`config.mk`:
```
export PLATFORM = sky130hd
export DESIGN_NAME = clock_frequency_calibrator_unit_flat
export DESIGN_NICKNAME = d
export VERILOG_FILES = /design/src/rtl/cfcal_pkg.sv /design/src/rtl/cfcal_if.sv /design/src/rtl/clock_frequency_calibrator_unit.sv /design/src/rtl/cfcal_track.sv /design/src/rtl/cfcal_pulse.sv /design/src/flat_wrapper.sv
export VERILOG_INCLUDE_DIRS = /design/src /design/src/rtl
export SDC_FILE = /design/constraint.sdc
export NUM_CORES = 2
export LEC_CHECK = 0
export ABC_AREA = 1
export BUFFER_PORTS_ARGS = -buffer_cell sky130_fd_sc_hd__buf_2
export CORE_ASPECT_RATIO = 2
export CORE_MARGIN = 10
export CORE_UTILIZATION = 55
export DETAILED_ROUTE_END_ITERATION = 10
export PLACE_DENSITY = 0.74
export SYNTH_ARGS = -nofsm -noshare
export SYNTH_HDL_FRONTEND = slang
export SYNTH_SLANG_ARGS = --single-unit
export TNS_END_PERCENT = 1
```
`constraint.sdc`:
```
create_clock -name clk -period 9.5 [get_ports clk]
set_input_delay 1.425 -clock clk [delete_from_list [all_inputs] [get_ports clk]]
set_output_delay 1.425 -clock clk [all_outputs]
set_load 0.01 [all_outputs]
```
`src/rtl/clock_frequency_calibrator_unit_defines.svh`:
```
// Assertion macros shared by the calibrator RTL.
// Needs nothing else. The asserting modules include it by file name.
`ifndef CLOCK_FREQUENCY_CALIBRATOR_UNIT_DEFINES_SVH
`define CLOCK_FREQUENCY_CALIBRATOR_UNIT_DEFINES_SVH

// Same-cycle implication, checked while out of reset.
`define CFCAL_ASSERT_IMPLIES(lbl, clk, rst, ante, cons, msg) \
  lbl: assert property (@(posedge clk) disable iff (rst) (ante) |-> (cons)) else $error(msg);

// Next-cycle implication, checked while out of reset.
`define CFCAL_ASSERT_NEXT(lbl, clk, rst, ante, cons, msg) \
  lbl: assert property (@(posedge clk) disable iff (rst) (ante) |=> (cons)) else $error(msg);

`endif

```
`src/rtl/cfcal_pkg.sv`:
```
// Calibrator package: constants, reciprocal multipliers and shared types.
// Has no dependencies. The top level, tracker and pulse unit refer to it by scoped names.
package cfcal_pkg;

  // Accepted count window (both bounds excluded)
  localparam logic [15:0] COUNT_LOW_EXCL  = 16'd14843;
  localparam logic [15:0] COUNT_HIGH_EXCL = 16'd16406;
  localparam logic [15:0] LOCK_TOLERANCE  = 16'd15;

  // Sample counter landmarks
  localparam logic [4:0] INDEX_FULL   = 5'd30;
  localparam logic [4:0] INDEX_LOCKED = 5'd10;

  // Reset estimate: 16 MHz, so count 16000000 >> 10 and coefficient 16000000 / 1600
  localparam logic [15:0] EMU_RESET  = 16'd15625;
  localparam logic [15:0] COEF_RESET = 16'd10000;

  // floor(t / 5) = (t * DIV5_MUL) >> DIV5_SHIFT for t < 2^18
  localparam logic [18:0] DIV5_MUL   = 19'd419431;
  localparam int          DIV5_SHIFT = 21;

  // floor(4s / 125) = (s * DIV125_MUL) >> DIV125_SHIFT for s < 2^20
  localparam logic [22:0] DIV125_MUL   = 23'd4294968;
  localparam int          DIV125_SHIFT = 27;

  // floor(8p / 25) = (p * DIV25_MUL) >> DIV25_SHIFT for p < 2^17
  localparam logic [20:0] DIV25_MUL   = 21'd1342178;
  localparam int          DIV25_SHIFT = 22;

  // floor(w / 625) = (w * DIV625_MUL) >> DIV625_SHIFT for w < 2^28
  localparam logic [28:0] DIV625_MUL   = 29'd439804652;
  localparam int          DIV625_SHIFT = 38;

  // floor(x / 3125) = (x * DIV3125_MUL) >> DIV3125_SHIFT for x < 2^26
  localparam logic [26:0] DIV3125_MUL   = 27'd87960931;
  localparam int          DIV3125_SHIFT = 38;

  // Frequency view handed from the tracker to the pipeline
  typedef struct packed {
    logic [15:0] emu;
    logic [15:0] coef;
  } trk_val_t;

  // Pipeline control for the pulse unit
  typedef struct packed {
    logic load;    // stage 1 transaction moves on
    logic commit;  // stage 2 transaction moves to the result register
    logic func;    // selector of the stage 1 transaction
  } pulse_ctl_t;

endpackage

```
`src/rtl/cfcal_if.sv`:
```
// Valid/ready stream interfaces for calibrator input and result transactions.
// Has no dependencies.
interface cfcal_in_if;
  logic               valid;
  logic               ready;
  logic               func;
  logic        [15:0] osc_count;
  logic signed [11:0] ppm_tenths;

  modport source(output valid, func, osc_count, ppm_tenths, input ready);
  modport sink(input valid, func, osc_count, ppm_tenths, output ready);
endinterface

interface cfcal_out_if;
  logic        valid;
  logic        ready;
  logic [15:0] emu_count;
  logic [15:0] freq_coef_out;
  logic [15:0] pulse_coef;

  modport source(output valid, emu_count, freq_coef_out, pulse_coef, input ready);
  modport sink(input valid, emu_count, freq_coef_out, pulse_coef, output ready);
endinterface

```
`src/rtl/clock_frequency_calibrator_unit.sv`:
```
// Clock frequency calibrator, top level. A result passes through the input register,
// the product stage and the result register, and is valid once it reaches the result
// register. Throughput: one transaction per cycle unless result.ready stalls the pipeline;
// the two-stage multiply-by-reciprocal path of the pulse coefficient sets the depth.
// Reset (synchronous, active high) empties the pipeline, restores the 16 MHz
// estimate with coefficient 10000, and clears the pulse and nominal registers.
`include "clock_frequency_calibrator_unit_defines.svh"

module clock_frequency_calibrator_unit (
  input  logic        clk,
  input  logic        rst,
  input  logic        cfg_we,
  input  logic [15:0] cfg_wdata,
  cfcal_in_if.sink    item,
  cfcal_out_if.source result
);

  logic [15:0]        nominal;

  logic               s1_valid;
  logic               s1_func;
  logic [15:0]        s1_osc;
  logic signed [11:0] s1_ppm;

  logic               s2_valid;
  logic [15:0]        s2_emu;
  logic [15:0]        s2_coef;

  logic               out_valid;
  logic [15:0]        out_emu;
  logic [15:0]        out_coef;

  logic               out_free, s2_free, s1_free, s2_move, s1_move;
  logic [15:0]        freq_coef;
  logic [15:0]        pulse_coef;
  cfcal_pkg::trk_val_t  trk_next;
  cfcal_pkg::pulse_ctl_t pctl;

  // Pipeline advance: each stage moves when the one after it has room
  always_comb begin
    out_free = !out_valid || result.ready;
    s2_move  = s2_valid && out_free;
    s2_free  = !s2_valid || out_free;
    s1_move  = s1_valid && s2_free;
    s1_free  = !s1_valid || s2_free;
  end

  assign item.ready = s1_free;

  // Configuration register
  always_ff @(posedge clk) begin
    if (rst) begin
      nominal <= 16'd0;
    end else if (cfg_we) begin
      nominal <= cfg_wdata;
    end
  end

  // Input register
  always_ff @(posedge clk) begin
    if (rst) begin
      s1_valid <= 1'b0;
    end else if (s1_free) begin
      s1_valid <= item.valid;
    end
  end

  always_ff @(posedge clk) begin
    if (s1_free && item.valid) begin
      s1_func <= item.func;
      s1_osc  <= item.osc_count;
      s1_ppm  <= item.ppm_tenths;
    end
  end

  cfcal_track u_track (
    .clk       (clk),
    .rst       (rst),
    .en        (s1_move && !s1_func),
    .osc_count (s1_osc),
    .freq_coef (freq_coef),
    .nxt       (trk_next)
  );

  always_comb begin
    pctl.load   = s1_move;
    pctl.commit = s2_move;
    pctl.func   = s1_func;
  end

  cfcal_pulse u_pulse (
    .clk            (clk),
    .rst            (rst),
    .ctl            (pctl),
    .nominal        (nominal),
    .freq_coef      (freq_coef),
    .ppm_tenths     (s1_ppm),
    .pulse_coef_reg (pulse_coef)
  );

  // Stage 2: frequency view after this transaction
  always_ff @(posedge clk) begin
    if (rst) begin
      s2_valid <= 1'b0;
    end else if (s2_free) begin
      s2_valid <= s1_valid;
    end
  end

  always_ff @(posedge clk) begin
    if (s1_move) begin
      s2_emu  <= trk_next.emu;
      s2_coef <= trk_next.coef;
    end
  end

  // Result register; the pulse coefficient register takes a ppm result on the same move
  always_ff @(posedge clk) begin
    if (rst) begin
      out_valid <= 1'b0;
    end else if (out_free) begin
      out_valid <= s2_valid;
    end
  end

  always_ff @(posedge clk) begin
    if (s2_move) begin
      out_emu  <= s2_emu;
      out_coef <= s2_coef;
    end
  end

  assign result.valid         = out_valid;
  assign result.emu_count     = out_emu;
  assign result.freq_coef_out = out_coef;
  assign result.pulse_coef    = pulse_coef;

  `CFCAL_ASSERT_IMPLIES(a_full_blocks_input, clk, rst, s1_valid && s2_valid && out_valid && !result.ready, !item.ready, "input taken while the pipeline is full and stalled")
  `CFCAL_ASSERT_NEXT(a_stage2_delivers, clk, rst, s2_move, result.valid, "stage 2 transaction lost on its way to the result")

endmodule

```
`src/rtl/cfcal_track.sv`:
```
// Oscillator sample tracker: window check, averaging, fast lock, frequency state.
// Depends on cfcal_pkg and the assertion macros header.
`include "clock_frequency_calibrator_unit_defines.svh"

module cfcal_track (
  input  logic                clk,
  input  logic                rst,
  input  logic                en,
  input  logic [15:0]         osc_count,
  output logic [15:0]         freq_coef,
  output cfcal_pkg::trk_val_t nxt
);

  logic [4:0]  sample_index, sample_index_next;
  logic [19:0] count_sum, count_sum_next;
  logic [15:0] prev_count, prev_count_next;
  logic [15:0] emu, emu_next;
  logic [15:0] freq_coef_next;

  logic        in_range;
  logic        full;
  logic        near;
  logic [19:0] sum_add;
  logic [4:0]  idx_inc;
  logic [16:0] pair_sum;
  logic [15:0] diff;
  logic [36:0] emu_full_prod;
  logic [42:0] coef_full_prod;
  logic [37:0] coef_fast_prod;

  // Candidate values for a sample in the window
  always_comb begin
    in_range = (osc_count > cfcal_pkg::COUNT_LOW_EXCL) &&
               (osc_count < cfcal_pkg::COUNT_HIGH_EXCL);
    sum_add  = count_sum + {4'd0, osc_count};
    idx_inc  = sample_index + 5'd1;
    full     = (idx_inc >= cfcal_pkg::INDEX_FULL);
    pair_sum = {1'b0, prev_count} + {1'b0, osc_count};
    diff     = (prev_count >= osc_count) ? (prev_count - osc_count)
                                         : (osc_count - prev_count);
    near     = (diff < cfcal_pkg::LOCK_TOLERANCE);
  end

  // Averaged estimate: count = sum / 20, coefficient = 4 * sum / 125
  assign emu_full_prod  = 37'(sum_add[19:2]) * 37'(cfcal_pkg::DIV5_MUL);
  assign coef_full_prod = 43'(sum_add) * 43'(cfcal_pkg::DIV125_MUL);

  // Fast lock estimate: count = pair / 2, coefficient = 8 * pair / 25
  assign coef_fast_prod = 38'(pair_sum) * 38'(cfcal_pkg::DIV25_MUL);

  // Next state for one sample transaction
  always_comb begin
    sample_index_next = sample_index;
    count_sum_next    = count_sum;
    prev_count_next   = prev_count;
    emu_next          = emu;
    freq_coef_next    = freq_coef;
    if (en && in_range) begin
      count_sum_next    = sum_add;
      sample_index_next = idx_inc;
      if (full) begin
        sample_index_next = cfcal_pkg::INDEX_LOCKED;
        emu_next          = emu_full_prod[cfcal_pkg::DIV5_SHIFT +: 16];
        freq_coef_next    = coef_full_prod[cfcal_pkg::DIV125_SHIFT +: 16];
        count_sum_next    = 20'd0;
      end else if (idx_inc < cfcal_pkg::INDEX_LOCKED) begin
        if (near) begin
          sample_index_next = cfcal_pkg::INDEX_LOCKED;
          emu_next          = pair_sum[16:1];
          freq_coef_next    = coef_fast_prod[cfcal_pkg::DIV25_SHIFT +: 16];
          count_sum_next    = 20'd0;
        end
        prev_count_next = osc_count;
      end
    end
  end

  assign nxt.emu  = emu_next;
  assign nxt.coef = freq_coef_next;

  // State registers
  always_ff @(posedge clk) begin
    if (rst) begin
      sample_index <= 5'd0;
      count_sum    <= 20'd0;
      prev_count   <= 16'd0;
      emu          <= cfcal_pkg::EMU_RESET;
      freq_coef    <= cfcal_pkg::COEF_RESET;
    end else begin
      sample_index <= sample_index_next;
      count_sum    <= count_sum_next;
      prev_count   <= prev_count_next;
      emu          <= emu_next;
      freq_coef    <= freq_coef_next;
    end
  end

  `CFCAL_ASSERT_NEXT(a_full_restarts, clk, rst, en && in_range && full, sample_index == cfcal_pkg::INDEX_LOCKED && count_sum == 20'd0, "averaging did not restart at the locked index")
  `CFCAL_ASSERT_NEXT(a_idle_holds_freq, clk, rst, !en, $stable(emu) && $stable(freq_coef), "frequency state moved without a sample")

endmodule

```
`src/rtl/cfcal_pulse.sv`:
```
// Pulse coefficient unit: products in stage 1, constant division and sum in stage 2.
// Depends on cfcal_pkg and the assertion macros header.
`include "clock_frequency_calibrator_unit_defines.svh"

module cfcal_pulse (
  input  logic                  clk,
  input  logic                  rst,
  input  cfcal_pkg::pulse_ctl_t ctl,
  input  logic [15:0]           nominal,
  input  logic [15:0]           freq_coef,
  input  logic signed [11:0]    ppm_tenths,
  output logic [15:0]           pulse_coef_reg
);

  logic        s2_func;
  logic [31:0] nom_prod;
  logic [26:0] ppm_prod;
  logic        ppm_neg;

  logic [11:0] ppm_mag;
  logic [27:0] ppm_prod_full;
  logic [56:0] q1_prod;
  logic [52:0] q2_prod;
  logic [15:0] q2_mag;
  logic [15:0] q2_signed;
  logic [15:0] pulse_calc;

  // Stage 1: magnitude of the correction and both products
  assign ppm_mag       = ppm_tenths[11] ? (~ppm_tenths + 12'd1) : ppm_tenths;
  assign ppm_prod_full = 28'(ppm_mag) * 28'(freq_coef);

  always_ff @(posedge clk) begin
    if (ctl.load) begin
      nom_prod <= 32'(nominal) * 32'(freq_coef);
      ppm_prod <= ppm_prod_full[26:0];
      ppm_neg  <= ppm_tenths[11];
    end
  end

  always_ff @(posedge clk) begin
    if (rst) begin
      s2_func <= 1'b0;
    end else if (ctl.load) begin
      s2_func <= ctl.func;
    end
  end

  // Stage 2: nominal / 10000 and correction / 6250, truncated toward zero
  assign q1_prod   = 57'(nom_prod[31:4]) * 57'(cfcal_pkg::DIV625_MUL);
  assign q2_prod   = 53'(ppm_prod[26:1]) * 53'(cfcal_pkg::DIV3125_MUL);
  assign q2_mag    = {1'b0, q2_prod[cfcal_pkg::DIV3125_SHIFT +: 15]};
  assign q2_signed = ppm_neg ? (~q2_mag + 16'd1) : q2_mag;
  assign pulse_calc = q1_prod[cfcal_pkg::DIV625_SHIFT +: 16] + q2_signed;

  // Update the coefficient when a ppm transaction leaves stage 2
  always_ff @(posedge clk) begin
    if (rst) begin
      pulse_coef_reg <= 16'd0;
    end else if (ctl.commit && s2_func) begin
      pulse_coef_reg <= pulse_calc;
    end
  end

  `CFCAL_ASSERT_NEXT(a_pulse_holds, clk, rst, !(ctl.commit && s2_func), $stable(pulse_coef_reg), "pulse coefficient moved without a ppm update")

endmodule
```
`src/flat_wrapper.sv`:
```
// flat-port wrapper written by rule: the top's interface ports become plain ports
module clock_frequency_calibrator_unit_flat 
  (clk, rst, cfg_we, cfg_wdata, item_valid, item_func, item_osc_count, item_ppm_tenths, item_ready, result_valid, result_emu_count, result_freq_coef_out, result_pulse_coef, result_ready);
  cfcal_in_if item_i ();
  cfcal_out_if result_i ();
  input  logic clk;
  input  logic rst;
  input  logic cfg_we;
  input  logic [15:0] cfg_wdata;
  input wire logic [$bits(item_i.valid)-1:0] item_valid;
  input wire logic [$bits(item_i.func)-1:0] item_func;
  input wire logic [$bits(item_i.osc_count)-1:0] item_osc_count;
  input wire logic [$bits(item_i.ppm_tenths)-1:0] item_ppm_tenths;
  output wire logic [$bits(item_i.ready)-1:0] item_ready;
  output wire logic [$bits(result_i.valid)-1:0] result_valid;
  output wire logic [$bits(result_i.emu_count)-1:0] result_emu_count;
  output wire logic [$bits(result_i.freq_coef_out)-1:0] result_freq_coef_out;
  output wire logic [$bits(result_i.pulse_coef)-1:0] result_pulse_coef;
  input wire logic [$bits(result_i.ready)-1:0] result_ready;
  assign item_i.valid = item_valid;
  assign item_i.func = item_func;
  assign item_i.osc_count = item_osc_count;
  assign item_i.ppm_tenths = item_ppm_tenths;
  assign item_ready = item_i.ready;
  assign result_valid = result_i.valid;
  assign result_emu_count = result_i.emu_count;
  assign result_freq_coef_out = result_i.freq_coef_out;
  assign result_pulse_coef = result_i.pulse_coef;
  assign result_i.ready = result_ready;
  clock_frequency_calibrator_unit u_core (.clk(clk), .rst(rst), .cfg_we(cfg_we), .cfg_wdata(cfg_wdata), .item(item_i), .result(result_i));
endmodule
```
* Word-level counts from Yosys, hierarchy flattened
Cells that the tools add are included.
Storage, ports and cells: register bits 262, latch bits 0, RAM bits 0, ROM bits 0, bits of input ports 50, output and inout port bits 50, logic and storage cells 77, memories kept 0
Cells by class: add/subtract/negate cells 8, $mul 7, div/mod/pow operators 0, order comparisons 6, eq/ne operators 0, shifts and indexed selects 0, mux-type cells 17, bitwise operators 3, reductions and logical operators 15
Operators with widths (number):
- 16-bit 2-to-1 mux | 10
- 20-bit 2-to-1 mux | 3
- 26-bit by 27-bit multiplier with 53-bit output (second input constant) | 1
- 28-bit by 27-bit multiplier with 52-bit output (second input constant) | 1
- 20-bit by 20-bit multiplier with 40-bit output (second input constant) | 1
- 17-bit by 20-bit multiplier with 37-bit output (second input constant) | 1
- 18-bit by 19-bit multiplier with 37-bit output (second input constant) | 1
- 16-bit by 16-bit multiplier with 32-bit output | 1
- 16-bit subtractor | 2
- 12-bit by 16-bit multiplier with 27-bit output | 1
- 20-bit by 16-bit adder with 20-bit output | 1
- 16-bit by 16-bit adder with 17-bit output | 1
- 16-bit by 1-bit adder with 16-bit output (second input constant) | 1
- 16-bit adder | 1
- 16-bit greater-or-equal comparator | 1
- 16-bit by 14-bit > comparator with 1-bit output (second input constant) | 1
- 16-bit by 15-bit less-than comparator with 1-bit output (second input constant) | 1
- 16-bit by 4-bit less-than comparator with 1-bit output (second input constant) | 1
- 15-bit NOT with 16-bit output | 1
- 5-bit 2-to-1 mux | 3
- 12-bit by 1-bit adder with 12-bit output (second input constant) | 1
- 12-bit 2-to-1 mux | 1
- 12-bit NOT | 1
- 1-bit logical AND | 7
- 7 further kinds | 12

* Longest topological paths before layout
depth after elaboration 7, depth in mapped cells 47, gate-level depth less buffers 47

* Modules after synthesis
From an unflattened synthesis, not the netlist that was laid out.
Second synthesis, totals: cells, all modules 8861, area, all modules 72824.8 um2
By module, submodules not included:
- cfcal_pulse | instances 1, cells each 5305, area each 44602.8 um2, sequential area each 1991.9 um2
- cfcal_track | instances 1, cells each 3374, area each 24651.1 um2, sequential area each 1461.4 um2
- clock_frequency_calibrator_unit | instances 1, cells each 182, area each 3570.9 um2, sequential area each 3173.0 um2

* Worst setup path before layout
No wires, ideal clock.
path type reg2reg, start reg u_core.u_pulse.ppm_prod[7], end reg u_core.u_pulse.pulse_coef_reg[15], setup time 0.109 ns, data arrival time 7.865 ns, data required time 9.391 ns, setup slack 1.527 ns, stages on the path, launching flop included 43, path buffers 0, clock period less this slack 7.973 ns, path through edfxtp_1 > fa_1 > inv_1 > fa_1 > inv_1 > fa_1 > inv_1 > fa_1 > inv_1 > fa_1 > fa_1 > inv_1 > fa_1 > inv_1 > ha_1 > nand2_1 > nor2_1 > nand2_1 > [7 not listed] > or2_2 > nand2_1 > inv_1 > ha_1 > nand3_1 > nand2_1 > nand2_1 > nand2_1 > a21oi_1 > o21ai_0 > a21boi_0 > o21ai_0 > nand2_1 > o21ai_0 > nand3b_1 > nand3_1 > nand2_1 > inv_1
Between the ends: longest elaborated chain between the ends 5
RTL lines:
- start: declaration | line cfcal_pulse.sv:17 | logic [26:0] ppm_prod;
- start signal: assignment | line cfcal_pulse.sv:35 | ppm_prod <= ppm_prod_full[26:0];
- 26-bit by 27-bit multiplier with 53-bit output (*) | line cfcal_pulse.sv:50 | assign q2_prod = 53'(ppm_prod[26:1]) * 53'(cfcal_pkg::DIV3125_MUL);
- 15-bit NOT with 16-bit output | line cfcal_pulse.sv:52 | assign q2_signed = ppm_neg ? (~q2_mag + 16'd1) : q2_mag;
- 16-bit by 1-bit adder with 16-bit output | line cfcal_pulse.sv:52
- 16-bit 2-to-1 mux (*) | line cfcal_pulse.sv:52
- 16-bit adder (*) | line cfcal_pulse.sv:53 | assign pulse_calc = q1_prod[cfcal_pkg::DIV625_SHIFT +: 16] + q2_signed;
- end signal: assignment | line cfcal_pulse.sv:60 | pulse_coef_reg <= pulse_calc;
- end: declaration | line cfcal_pulse.sv:12 | output logic [15:0] pulse_coef_reg
Every way passes the cells marked *; elsewhere a longest branch is shown, timed or not. A chain may end at the register's enable or synchronous reset.

==> results.sh <==
export IMPL_ys_seq_area_frac=0.0927
export IMPL_initial_core_util=0.552
export IMPL_reg_largest_list="u_core.u_pulse.nom_prod (28), u_core.u_pulse.ppm_prod (26), u_core.u_track.count_sum (20)"
export IMPL_antenna_found_initial=14
export IMPL_slew_headroom=0.287
export IMPL_synth_cell_types=59
export IMPL_netlist_area_um2=71500
export IMPL_synthCells=8574
export IMPL_first_iter_violations=3013
export IMPL_drive_gt1_frac=0.0373
export IMPL_syn_nets=11100
export IMPL_dieWidth_um=275
export IMPL_grt_overflow_total=0
export IMPL_min_period_ns=9.11
export IMPL_final_cell_mix="2393 x inv_1, 1514 x nand2_1, 1233 x fa_1"
export IMPL_critPathSlowestCell="fa_1"
export IMPL_path_clk_slew_ns=0.08
export IMPL_path_max_fanout=7
export IMPL_layout_commonest_cell="inv_1"
export IMPL_cts_tree="yes"
export IMPL_period_share=0.959
export IMPL_wire_per_inst_um=22.7
export IMPL_finClkSkew_ns=0.0200
export IMPL_critPathKind="flip-flop to flip-flop"
export IMPL_largest_reg_flops=28
export IMPL_ant_nets=0
export IMPL_fp_coreArea_um2=130000
export IMPL_max_cap_violations=0
export IMPL_cts_sinks=257
export IMPL_synth_warnings=0
export IMPL_hpwl_mm=206
export IMPL_avgSynthCellArea_um2=8.34
export IMPL_seqCellArea_um2=6630
export IMPL_yosysTopAreaCell="fa_1"
export IMPL_synth_top_area_frac=0.345
export IMPL_fmax_mhz=110
export IMPL_hold_class="flip-flop to flip-flop"
export IMPL_dieArea_um2=146000
export IMPL_fillCellCount=11800
export IMPL_htree_levels=1
export IMPL_pin_count=100
export IMPL_num_vias=57000
export IMPL_numCtsBuffers=29
export IMPL_remaining_drc_errors=0
export IMPL_cpPeakStageDelay_ns=0.69
export IMPL_nNetsFinal=11200
export IMPL_slew_viol_final=0
export IMPL_hold_buffers=0
export IMPL_syn_to_final_growth_pct=5.66
export IMPL_largest_register="u_core.u_pulse.nom_prod"
export IMPL_critPathRequiredTime_ns=9.91
export IMPL_setup_violations_final=0
export IMPL_grt_max_degree=51
export IMPL_post_place_ws_ns=-0.0583
export IMPL_cts_root_buf="clkbuf_16"
export IMPL_ys_seq_elements=257
export IMPL_timing_final_ws_setup_ns=0.388
export IMPL_die_h_um=530
export IMPL_routed_wl_mm=236
export IMPL_gr_usage_all_layers=0.329
export IMPL_finalHoldViolations=0
export IMPL_critPathArrivalTime_ns=9.52
export IMPL_cp_common_cell="inv_1"
export IMPL_critPathCaptureType="flip-flop"
export IMPL_multiInputGateArea_um2=55300
export IMPL_io_buffers=99
export IMPL_setup_worst_path_start_class="flip-flop"
export IMPL_num_rows=187
export IMPL_status="finished clean"
export IMPL_clk_latency_ns=0.68
export IMPL_firstDrtPassIters=6
export IMPL_vias_per_cell=5.47
export IMPL_grt_pass1_vias=62700
export IMPL_synth_top_cells_by_area="fa_1 35%, ha_1 21%, inv_1 13%"
export IMPL_gp_congestion=1.09
export IMPL_cts_buffer_depth=3
export IMPL_worst_slew_pin_slew_ns=1.07
export IMPL_grt_pass1_wl_mm=357
[cell type report]
| type | count | area share |
|---|---|---|
| multi-input combinational | 5770 | 0.732 |
| inverter | 2402 | 0.119 |
| sequential | 257 | 0.0877 |
| tap | 1701 | 0.0282 |
| timing repair buffer | 221 | 0.0187 |
| clock buffer | 34 | 0.0105 |
| clock inverter | 20 | 0.00290 |
| antenna | 4 | 0.000132 |
[what timing repair did]
item,in CTS,in global routing
setup endpoints to repair,2,34
buffers inserted,0,3
resized for setup,1,14
pin swaps,0,1
[kinds of logic after synthesis]
| family | after synthesis | synth area share |
|---|---|---|
| buffers and inverters | 2547 | 0.135 |
| DFF | 257 | 0.0927 |
| adders and majority gates | 2431 | 0.555 |
| and+or+nand+nor | 2341 | 0.132 |
| xor gates and xnor gates | 178 | 0.0218 |
| AOI/OAI and AO/OA | 820 | 0.0634 |
[synthesized netlist by cell type, drive strengths merged]
library cell,n
a31oi,21
nor2,455
o21bai,35
nand4,46
o211a,1
nand3b,14
nand3,222
a41oi,1
o311a,1
o211ai,11
a32o,1
a21boi,13
o2111ai,1
a221oi,9
ha,1198
o2bb2ai,1
dfxtp,109
edfxtp,148
a21o,19
nand2,1518
xnor2,58
buf,34
inv,2400
a21oi,404
nor3b,2
o21a,23
o21ai,257
o31ai,6
clkbuf,111
nor3,41
fa,1233
xor2,120
a31o,3
a211oi,5
and2,2
o221a,1
or2,12
nor4,24
o221ai,7
and3,5
clkinv,2
[critical path: cells and delay by family (launching register included)]
kind	cells	cell delay (ns)
buffers and inverters	6	0.62
flip-flops	1	0.54
AND/OR/NAND/NOR	9	1.42
XOR/XNOR	1	0.38
adder cells (fa/ha/maj)	8	3.99
AO/OA/AOI/OAI	10	1.90
[worst paths after layout]
kind,cells past startpoint,startpoint,slack [ns],to
setup / recovery,34,u_core.s1_osc[4],0.39,u_core.s2_emu[9]
hold / removal,0,u_core.s2_emu[5],0.41,u_core.result.emu_count[5]
setup reg to reg,34,u_core.s1_osc[4],0.39,u_core.s2_emu[9]
hold reg to reg,0,u_core.s2_emu[5],0.41,u_core.result.emu_count[5]
[metal layers]
| metal | vias up | GRT usage | wire, um |
|---|---|---|---|
| met5 | - | 0 | 10 |
| met4 | 2 | 0.298 | 26000 |
| met3 | 986 | 0.0395 | 9650 |
| met2 | 1897 | 0.616 | 126000 |
| met1 | 27900 | 0.305 | 74600 |
| li1 | 26200 | - | - |
[metrics by stage]
step	TNS [ns]	hold WS, ns	cells	cell area [um^2]	util
2_1_floorplan	0	0.400	8574	71500	-
3_3_place_gp	0	0.404	10300	74400	0.574
3_5_place_dp	-0.0812	0.405	10300	74400	0.574
4_1_cts	0	0.413	10400	75500	0.582
5_1_grt	-0.0176	0.422	10400	75600	0.583
6_report	0	0.413	10400	75600	0.583
Power is not shown: default switching activity piles up to over one toggle a cycle in this logic, so the estimate is an artifact.
